## src/sv/hvon_pkg.sv

```systemverilog
// Package for the HTTP field value whitespace normaliser.
// Transaction types, parse phases, mode codes and character constants.
// No dependencies.
`default_nettype none

package hvon_pkg;

  localparam int unsigned MAX_PENDING_WS = 32;
  localparam int unsigned WS_IDX_W       = $clog2(MAX_PENDING_WS);
  localparam int unsigned WS_CNT_W       = $clog2(MAX_PENDING_WS + 1);

  localparam logic [WS_CNT_W-1:0] WS_CNT_MAX = WS_CNT_W'(MAX_PENDING_WS);

  localparam logic [2:0] PH_START  = 3'd0;
  localparam logic [2:0] PH_TOKEN  = 3'd1;
  localparam logic [2:0] PH_QUOTE  = 3'd2;
  localparam logic [2:0] PH_AFTERQ = 3'd3;
  localparam logic [2:0] PH_DROP   = 3'd4;

  localparam logic [1:0] MODE_SINGLE = 2'd0;
  localparam logic [1:0] MODE_LIST   = 2'd1;

  localparam logic [7:0] CH_SPACE = 8'h20;
  localparam logic [7:0] CH_TAB   = 8'h09;
  localparam logic [7:0] CH_COMMA = 8'h2c;
  localparam logic [7:0] CH_QUOTE = 8'h22;

  typedef struct packed {
    logic [7:0] in_byte;
    logic       value_end;
    logic [1:0] mode;
  } in_item_t;

  typedef struct packed {
    logic [7:0] out_byte;
    logic       byte_valid;
    logic       end_of_value;
    logic       error;
  } out_item_t;

  // Controller to datapath
  typedef struct packed {
    logic accept;
    logic ld_ws;
    logic ld_byte;
    logic ld_tail;
  } hvon_cmd_t;

  // Datapath to controller
  typedef struct packed {
    logic dec_flush;
    logic dec_byte;
    logic dec_tail;
    logic q_byte;
    logic q_tail;
    logic ws_last;
    logic out_free;
  } hvon_sts_t;

endpackage

`default_nettype wire

```

## src/sv/hvon_dp.sv

```systemverilog
// Datapath of the whitespace normaliser: parse state, held whitespace,
// per-transaction decision and output register. Depends on hvon_pkg.
`default_nettype none

module hvon_dp import hvon_pkg::*; (
  input  wire logic      clk_i,
  input  wire logic      rst_ni,
  input  wire in_item_t  in_item_i,
  input  wire logic      out_stall_i,
  input  wire hvon_cmd_t cmd_i,
  output hvon_sts_t      sts_o,
  output logic           out_valid_o,
  output out_item_t      out_item_o
);

  logic [2:0]          phase_q, phase_d;
  logic [1:0]          mode_q;
  logic [WS_CNT_W-1:0] cnt_q, cnt_d;
  logic                first_q;
  logic [MAX_PENDING_WS-1:0] ws_kind_q;

  logic [7:0]          byte_q;
  logic                q_byte_q, q_tail_q, tail_err_q, last_q;
  logic [WS_CNT_W-1:0] flush_n_q, flush_idx_q;

  logic      out_valid_q;
  out_item_t out_q;

  logic [1:0]          mode_eff;
  logic [2:0]          phase_eff, ph_n;
  logic [WS_CNT_W-1:0] cnt_eff;
  logic                ws, last, full;
  logic                hold, flush, put, err, clr, tail;
  logic                out_free;

  assign mode_eff  = first_q ? in_item_i.mode : mode_q;
  assign phase_eff = first_q ? PH_START : phase_q;
  assign cnt_eff   = first_q ? '0 : cnt_q;
  assign ws        = (in_item_i.in_byte == CH_SPACE) || (in_item_i.in_byte == CH_TAB);
  assign last      = in_item_i.value_end;
  assign full      = (cnt_eff >= WS_CNT_MAX);

  always_comb begin
    hold  = 1'b0;
    flush = 1'b0;
    put   = 1'b0;
    err   = 1'b0;
    clr   = 1'b0;
    ph_n  = phase_eff;
    if (phase_eff == PH_DROP) begin
      // rest of value dropped
    end else if (mode_eff == MODE_SINGLE) begin
      if (ws) begin
        if (phase_eff != PH_START) begin
          if (full) err = 1'b1;
          else      hold = 1'b1;
        end
      end else begin
        ph_n  = PH_TOKEN;
        flush = 1'b1;
        put   = 1'b1;
      end
    end else if (mode_eff == MODE_LIST) begin
      case (phase_eff)
        PH_START: begin
          if (!ws) begin
            put = 1'b1;
            if (in_item_i.in_byte == CH_QUOTE)      ph_n = PH_QUOTE;
            else if (in_item_i.in_byte != CH_COMMA) ph_n = PH_TOKEN;
          end
        end
        PH_TOKEN: begin
          if (ws) begin
            if (full) err = 1'b1;
            else      hold = 1'b1;
          end else if (in_item_i.in_byte == CH_COMMA) begin
            clr  = 1'b1;
            put  = 1'b1;
            ph_n = PH_START;
          end else begin
            flush = 1'b1;
            put   = 1'b1;
          end
        end
        PH_QUOTE: begin
          put = 1'b1;
          if (in_item_i.in_byte == CH_QUOTE) ph_n = PH_AFTERQ;
        end
        default: begin
          if (!ws) begin
            if (in_item_i.in_byte == CH_COMMA) begin
              put  = 1'b1;
              ph_n = PH_START;
            end else begin
              err = 1'b1;
            end
          end
        end
      endcase
    end else begin
      put = 1'b1;
    end

    // value ending inside a quoted element
    if (!err && last && (mode_eff == MODE_LIST) && (ph_n == PH_QUOTE)) err = 1'b1;
    if (err) ph_n = PH_DROP;

    tail = err || (last && !put);

    if (err || last || clr || flush) cnt_d = '0;
    else if (hold)                   cnt_d = cnt_eff + 1'b1;
    else                             cnt_d = cnt_eff;

    phase_d = last ? PH_START : ph_n;
  end

  always_ff @(posedge clk_i or negedge rst_ni) begin
    if (!rst_ni) begin
      phase_q <= PH_START;
      mode_q  <= MODE_SINGLE;
      cnt_q   <= '0;
      first_q <= 1'b1;
    end else if (cmd_i.accept) begin
      phase_q <= phase_d;
      mode_q  <= mode_eff;
      cnt_q   <= cnt_d;
      first_q <= last;
    end
  end

  // Held whitespace kinds, 1 = tab. Read only below the held count.
  always_ff @(posedge clk_i) begin
    if (cmd_i.accept && hold) begin
      ws_kind_q[cnt_eff[WS_IDX_W-1:0]] <= (in_item_i.in_byte == CH_TAB);
    end
  end

  // Per-transaction job, held while its items go out
  always_ff @(posedge clk_i) begin
    if (cmd_i.accept) begin
      byte_q      <= in_item_i.in_byte;
      q_byte_q    <= put;
      q_tail_q    <= tail;
      tail_err_q  <= (ph_n == PH_DROP);
      last_q      <= last;
      flush_n_q   <= cnt_eff;
      flush_idx_q <= '0;
    end else if (cmd_i.ld_ws) begin
      flush_idx_q <= flush_idx_q + 1'b1;
    end
  end

  assign out_free = !out_valid_q || !out_stall_i;

  always_ff @(posedge clk_i or negedge rst_ni) begin
    if (!rst_ni) begin
      out_valid_q <= 1'b0;
    end else if (cmd_i.ld_ws || cmd_i.ld_byte || cmd_i.ld_tail) begin
      out_valid_q <= 1'b1;
    end else if (!out_stall_i) begin
      out_valid_q <= 1'b0;
    end
  end

  always_ff @(posedge clk_i) begin
    if (cmd_i.ld_ws) begin
      out_q.out_byte     <= ws_kind_q[flush_idx_q[WS_IDX_W-1:0]] ? CH_TAB : CH_SPACE;
      out_q.byte_valid   <= 1'b1;
      out_q.end_of_value <= 1'b0;
      out_q.error        <= 1'b0;
    end else if (cmd_i.ld_byte) begin
      out_q.out_byte     <= byte_q;
      out_q.byte_valid   <= 1'b1;
      out_q.end_of_value <= last_q && !q_tail_q;
      out_q.error        <= 1'b0;
    end else if (cmd_i.ld_tail) begin
      out_q.out_byte     <= '0;
      out_q.byte_valid   <= 1'b0;
      out_q.end_of_value <= last_q;
      out_q.error        <= tail_err_q;
    end
  end

  assign sts_o.dec_flush = flush && (cnt_eff != '0);
  assign sts_o.dec_byte  = put;
  assign sts_o.dec_tail  = tail;
  assign sts_o.q_byte    = q_byte_q;
  assign sts_o.q_tail    = q_tail_q;
  assign sts_o.ws_last   = (flush_idx_q == (flush_n_q - 1'b1));
  assign sts_o.out_free  = out_free;

  assign out_valid_o = out_valid_q;
  assign out_item_o  = out_q;

endmodule

`default_nettype wire

```

## src/sv/hvon_ctrl.sv

```systemverilog
// Controller of the whitespace normaliser: sequences held whitespace,
// the byte item and the tail item of each transaction. Depends on hvon_pkg.
`default_nettype none

module hvon_ctrl import hvon_pkg::*; (
  input  wire logic      clk_i,
  input  wire logic      rst_ni,
  input  wire logic      in_valid_i,
  output logic           in_stall_o,
  input  wire hvon_sts_t sts_i,
  output hvon_cmd_t      cmd_o
);

  localparam logic [1:0] S_IN    = 2'd0;
  localparam logic [1:0] S_FLUSH = 2'd1;
  localparam logic [1:0] S_BYTE  = 2'd2;
  localparam logic [1:0] S_TAIL  = 2'd3;

  logic [1:0] state_q, state_d;

  always_comb begin
    state_d = state_q;
    cmd_o   = '0;
    unique case (state_q)
      S_IN: begin
        cmd_o.accept = in_valid_i;
        if (in_valid_i) begin
          if (sts_i.dec_flush)     state_d = S_FLUSH;
          else if (sts_i.dec_byte) state_d = S_BYTE;
          else if (sts_i.dec_tail) state_d = S_TAIL;
        end
      end
      S_FLUSH: begin
        if (sts_i.out_free) begin
          cmd_o.ld_ws = 1'b1;
          if (sts_i.ws_last) begin
            if (sts_i.q_byte)      state_d = S_BYTE;
            else if (sts_i.q_tail) state_d = S_TAIL;
            else                   state_d = S_IN;
          end
        end
      end
      S_BYTE: begin
        if (sts_i.out_free) begin
          cmd_o.ld_byte = 1'b1;
          state_d = sts_i.q_tail ? S_TAIL : S_IN;
        end
      end
      S_TAIL: begin
        if (sts_i.out_free) begin
          cmd_o.ld_tail = 1'b1;
          state_d = S_IN;
        end
      end
      default: state_d = S_IN;
    endcase
  end

  always_ff @(posedge clk_i or negedge rst_ni) begin
    if (!rst_ni) state_q <= S_IN;
    else         state_q <= state_d;
  end

  assign in_stall_o = (state_q != S_IN);

endmodule

`default_nettype wire

```

## src/sv/http_value_ows_normalizer_top.sv

```systemverilog
// HTTP field value whitespace normaliser, top level.
// An accepted byte's job is registered; its result items then pass through the output register.
// Per byte: k held spaces/tabs flushed, then m items (0 to 2); the next byte waits for them.
// The controller sequences them through the output register; a stalled output holds them.
// Reset (rst_ni, async, low): element-start phase, no held whitespace, next byte opens a value.
`default_nettype none

module http_value_ows_normalizer_top import hvon_pkg::*; (
  input  wire logic     clk_i,
  input  wire logic     rst_ni,
  // input transactions
  input  wire logic     in_valid_i,
  output logic          in_stall_o,
  input  wire in_item_t in_item_i,
  // result transactions
  output logic          out_valid_o,
  input  wire logic     out_stall_i,
  output out_item_t     out_item_o
);

  // Controller and datapath talk only through these two bundles.
  hvon_cmd_t cmd;
  hvon_sts_t sts;

  // Controller: takes a byte when idle, then walks through flushed
  // whitespace, the byte itself and any error or end-only tail item.
  hvon_ctrl u_ctrl (
    .clk_i      (clk_i),
    .rst_ni     (rst_ni),
    .in_valid_i (in_valid_i),
    .in_stall_o (in_stall_o),
    .sts_i      (sts),
    .cmd_o      (cmd)
  );

  // Datapath: parse phase, held whitespace buffer, output register.
  hvon_dp u_dp (
    .clk_i       (clk_i),
    .rst_ni      (rst_ni),
    .in_item_i   (in_item_i),
    .out_stall_i (out_stall_i),
    .cmd_i       (cmd),
    .sts_o       (sts),
    .out_valid_o (out_valid_o),
    .out_item_o  (out_item_o)
  );

endmodule

`default_nettype wire
```

## config.mk

```make
export PLATFORM = sky130hd
export DESIGN_NAME = http_value_ows_normalizer_top
export DESIGN_NICKNAME = d
export VERILOG_FILES = /design/src/sv/hvon_pkg.sv /design/src/sv/hvon_dp.sv /design/src/sv/hvon_ctrl.sv /design/src/sv/http_value_ows_normalizer_top.sv
export SDC_FILE = /design/constraint.sdc
export NUM_CORES = 1
export LEC_CHECK = 0
export ABC_AREA = 1
export BUFFER_PORTS_ARGS = -buffer_cell sky130_fd_sc_hd__buf_2
export CAP_MARGIN = 30
export CELL_PAD_IN_SITES_DETAIL_PLACEMENT = 1
export CELL_PAD_IN_SITES_GLOBAL_PLACEMENT = 2
export CORE_MARGIN = 2
export CORE_UTILIZATION = 30
export CTS_CLUSTER_SIZE = 14
export DETAILED_ROUTE_END_ITERATION = 10
export PLACE_DENSITY = 0.79
export SETUP_SLACK_MARGIN = 0.15
export SYNTH_ARGS = -nofsm -noshare
export SYNTH_HDL_FRONTEND = slang
export SYNTH_SLANG_ARGS = --single-unit
```

## constraint.sdc

```tcl
create_clock -name clk_i -period 1.9 [get_ports clk_i]
set_input_delay 0.285 -clock clk_i [delete_from_list [all_inputs] [get_ports clk_i]]
set_output_delay 0.285 -clock clk_i [all_outputs]
set_load 0.05 [all_outputs]
```

==> run_results.csv <==
group,metric,value,unit
critical_path,crit_fanout,5,
logic_synthesis,syn_inst,499,
critical_path,cp_data_arrival_time,2260,ps
logic_synthesis,netlist_area,4280,sq um
clock_tree,clkSinkCount,82,
logic_synthesis,ys_seq_elements,82,
logic_synthesis,yosysUniqueCellTypes,35,
final_layout,nets,650,
sta,skew,7.96,ps
run_status,status,"complete, but fails checks",
die,die_x,123,microns
die,pin_count,28,
sta,hold_ws,197,ps
clock_tree,htree_levels,3,
logic_synthesis,avgSynthCellArea,8.58,sq um
detailed_routing,drc_errors,0,
sta,hold_viol,0,
clock_tree,clkTransAtPathRegs,60,ps
final_layout,drive_above_1_share,43.2,%
sta,slew_violations,0,
final_layout,n_antenna_cell,0,
sta,setup-tns-final,-7350,ps
critical_path,path_buf_inv,5,
logic_synthesis,synthTopCellsByArea,"edfxtp_1 41%, nor2_1 9.1%, nand2_1 8.3%",
sta,max-slew-margin-rel,69.1,%
logic_synthesis,synth_area_leader_cell,"edfxtp_1",
die,core_region_area,13900,sq um
sta,setup_violations,45,
clock_tree,root_buffer,"clkbuf_16",
critical_path,r2r_end,"u_dp.q_tail_q$_DFFE_PP_",
global_routing,antenna_found_initial,0,
sta,period_minus_slack,2160,ps
critical_path,crit_chain,"inv_8 > nand2_2 > nor3_4 > buf_4 > inv_2 > nand3_1 > nand2_1 > nand2_1 > nand3_2 > nand2_4 > inv_4 > buf_4 > nand2_2",
critical_path,critPathCaptureType,"register",
critical_path,required,2000,ps
clock_tree,cts_inserted_buffers,9,
logic_synthesis,synth_warnings,0,
placed_design,dpl.hpwl,8.98,mm
final_layout,layoutNonFillerInstCount,814,
critical_path,crit_path_end,"u_dp.q_tail_q$_DFFE_PP_",
critical_path,crit_path_top_delay_cell,"dfstp_2",
sta,worst_slew_pin_slew,463,ps
placed_design,io_buffer_count,27,
detailed_routing,vias,3915,
die,die_area,15200,sq um
sta,fin_crit_sh,113,%
power_and_ir_drop,leakagePower,2.60,nW
detailed_routing,dr.pass1.iters,4,
die,die_h,123,microns
run_status,violations,"negative setup slack",
final_layout,areaGrowthSynthToFinish,47.6,%
critical_path,start_kind,"register",
die,rows,43,
critical_path,cp-startpoint,"u_dp.first_q$_DFFE_PN1P_",
global_routing,grt_max_degree,33,
final_layout,final_util,45.3,%
power_and_ir_drop,vdd_drop_max,432,uV
critical_path,reg2reg_depth,13,
clock_tree,clk_latency,350,ps
global_routing,grt_pass1_vias,4162,
global_routing,grt_usage,17.8,%
logic_synthesis,synth_top_area_share,40.7,%
clock_tree,cts_tree,"built",
placed_design,gp_congestion,0.839,
placed_design,dp.cells,772,
logic_synthesis,ys_seq_area_share,53.7,%
detailed_routing,ant_nets,0,
detailed_routing,wirelength,13.7,mm
power_and_ir_drop,powerDensity,1240,nW/um^2
logic_synthesis,syn-num-nets,520,
critical_path,slowest_delay,640,ps
hold_path,min_path_type,"in -> reg",
clock_tree,clk_path_buf_depth,2,
critical_path,r2r_slack,-260,ps
global_routing,grt-ovfl-total,0,
sta,max_clock_freq,464,MHz
detailed_routing,wl_per_cell,16.8,microns
global_routing,grt_pass1_wl,20.8,mm
critical_path,rr_startpoint,"u_dp.first_q$_DFFE_PN1P_",
detailed_routing,viasPerCell,4.81,
critical_path,critical_path_class,"reg -> reg",
critical_path,cp.depth,13,
sta,finalWorstSetupSlack,-256,ps
die,initial_core_util,30.7,%
sta,grt_setup_unrepaired,"true",
run,drv_cap,0,
critical_path,critPathTopFamily,"simple AND/OR/NAND/NOR gates",
detailed_routing,drt-initial-drc-count,247,
-- flip-flops by register name, indices dropped and copies added, names as in the netlist, 2 cells and up --
name and cells:
u_dp.mode_q 2, u_dp.flush_idx_q 6, u_dp.cnt_q 6, u_ctrl.state_q 2
u_dp.out_item_o 11, u_dp.phase_q 3, u_dp.ws_kind_q 32, u_dp.flush_n_q 6
u_dp.byte_q 8
-- metrics by stage --
| stage | worst slack, ps | instance area [sq um] | power (mW) |
|---|---|---|---|
| floorplan | -60.7 | 4310 | 4.18 |
| global placement | -214 | 5200 | 5.17 |
| detailed placement | -281 | 5200 | 5.27 |
| CTS | -164 | 5970 | 7.51 |
| global route | -353 | 6320 | 8.29 |
| finish | -256 | 6320 | 7.86 |
-- Yosys cell counts --
| cell | count |
|---|---|
| nor2_1 | 104 |
| nand2_1 | 95 |
| edfxtp_1 | 58 |
| inv_1 | 55 |
| o21ai_0 | 35 |
| nand3_1 | 29 |
| dfrtp_1 | 14 |
| o22ai_1 | 11 |
| a21oi_1 | 9 |
| dfxtp_1 | 9 |
| nor3_1 | 9 |
| o21ai_1 | 8 |
| xor2_1 | 8 |
| ha_1 | 6 |
| inv_2 | 6 |
| nand4_1 | 6 |
| nand2_4 | 5 |
| nand2_2 | 4 |
| nor2_2 | 4 |
| buf_2 | 3 |
| nor2_4 | 3 |
| o221ai_1 | 3 |
| clkbuf_1 | 2 |
| nand3_2 | 2 |
| a211oi_2 | 1 |
| buf_1 | 1 |
| buf_6 | 1 |
| dfstp_2 | 1 |
| inv_8 | 1 |
| nand3b_1 | 1 |
| nor3_2 | 1 |
| nor3_4 | 1 |
| nor4_1 | 1 |
| o211ai_1 | 1 |
| xnor2_1 | 1 |
-- routing by layer --
layer	wire length, microns	vias to the layer above	GRT usage, %	part of all wire, %
li1	-	1907	-	-
met1	5960	1920	22.0	44
met2	7040	70	31.3	52
met3	405	18	3.41	3.0
met4	258	0	5.61	1.9
met5	0	-	0	0
-- placed cells by master (no fill, tap or decap), types with 2 or more instances in the layout --
cell | netlist | final
a21oi_1 | 9 | 8
buf_12 | 0 | 2
buf_2 | 3 | 27
buf_4 | 0 | 82
buf_6 | 1 | 12
bufinv_16 | 0 | 2
clkbuf_16 | 0 | 9
clkinv_4 | 0 | 3
clkinvlp_4 | 0 | 2
dfrtp_1 | 14 | 14
dfxtp_1 | 9 | 7
edfxtp_1 | 58 | 58
ha_1 | 6 | 5
inv_1 | 55 | 51
inv_2 | 6 | 6
inv_4 | 0 | 4
nand2_1 | 95 | 69
nand2_2 | 4 | 17
nand2_4 | 5 | 16
nand2_8 | 0 | 2
nand3_1 | 29 | 19
nand3_2 | 2 | 6
nand3_4 | 0 | 6
nand4_1 | 6 | 6
nor2_1 | 104 | 60
nor2_2 | 4 | 33
nor2_4 | 3 | 18
nor3_1 | 9 | 4
nor3_2 | 1 | 5
nor3_4 | 1 | 2
o21ai_0 | 35 | 24
o21ai_1 | 8 | 11
o21ai_2 | 0 | 6
o21ai_4 | 0 | 2
o221ai_1 | 3 | 3
o22ai_1 | 11 | 9
o22ai_2 | 0 | 2
xor2_1 | 8 | 8
-- cells by family (layout without fill, tap and decap cells) --
group	count (synthesis)	count (layout)	share of synthesized area, %
simple gates	265	265	27.4
flops	82	82	53.7
buf+inv	69	204	6.49
compound gates	68	68	8.77
xor+xnor	9	9	1.84
fa+ha+maj	6	6	1.75
-- what timing repair did --
action / 4_1_cts / 5_1_grt
endpoints found under the setup margin: 47 / 67
hold endpoints to repair: 14 / 0
gates resized for setup: 102 / 66
buffers inserted: 9 / 15
hold buffers: 1 / 0
gates cloned: 1 / 0
pin swaps: 15 / 30
-- report_power, final --
group	internal [mW]	switching, mW	leakage [nW]
clock network	1.16	0.745	0.156
registers	2.27	0.198	0.798
logic	1.33	2.16	1.65
total	4.76	3.10	2.60
-- worst min-delay path by stage --
stage | startpoint | endpoint | slack, ps | cells past startpoint
2_1_floorplan | rst_ni | u_ctrl.state_q[0]$_DFFE_PN0P_ | -10 | 0
3_3_place_gp | rst_ni | u_dp.mode_q[0]$_DFFE_PN0P_ | 240 | 1
3_5_place_dp | rst_ni | u_dp.mode_q[0]$_DFFE_PN0P_ | 240 | 1
4_1_cts | in_item_i[4] | u_dp.byte_q[1]$_DFFE_PP_ | 190 | 1
5_1_grt | in_item_i[4] | u_dp.byte_q[1]$_DFFE_PP_ | 220 | 1
6_report | in_item_i[4] | u_dp.byte_q[1]$_DFFE_PP_ | 200 | 1
-- cell type report --
type | count | area [sq um]
flip-flops and latches | 82 | 2300
repair inverters | 1 | 6.26
well taps | 180 | 225
fillers | 1609 | 7620
repair buffers | 125 | 951
clock buffers | 9 | 225
inverters | 62 | 251
clock inverters | 7 | 103
multi-input cells | 348 | 2250
No activity file was read; power rests on OpenSTA's default activity.
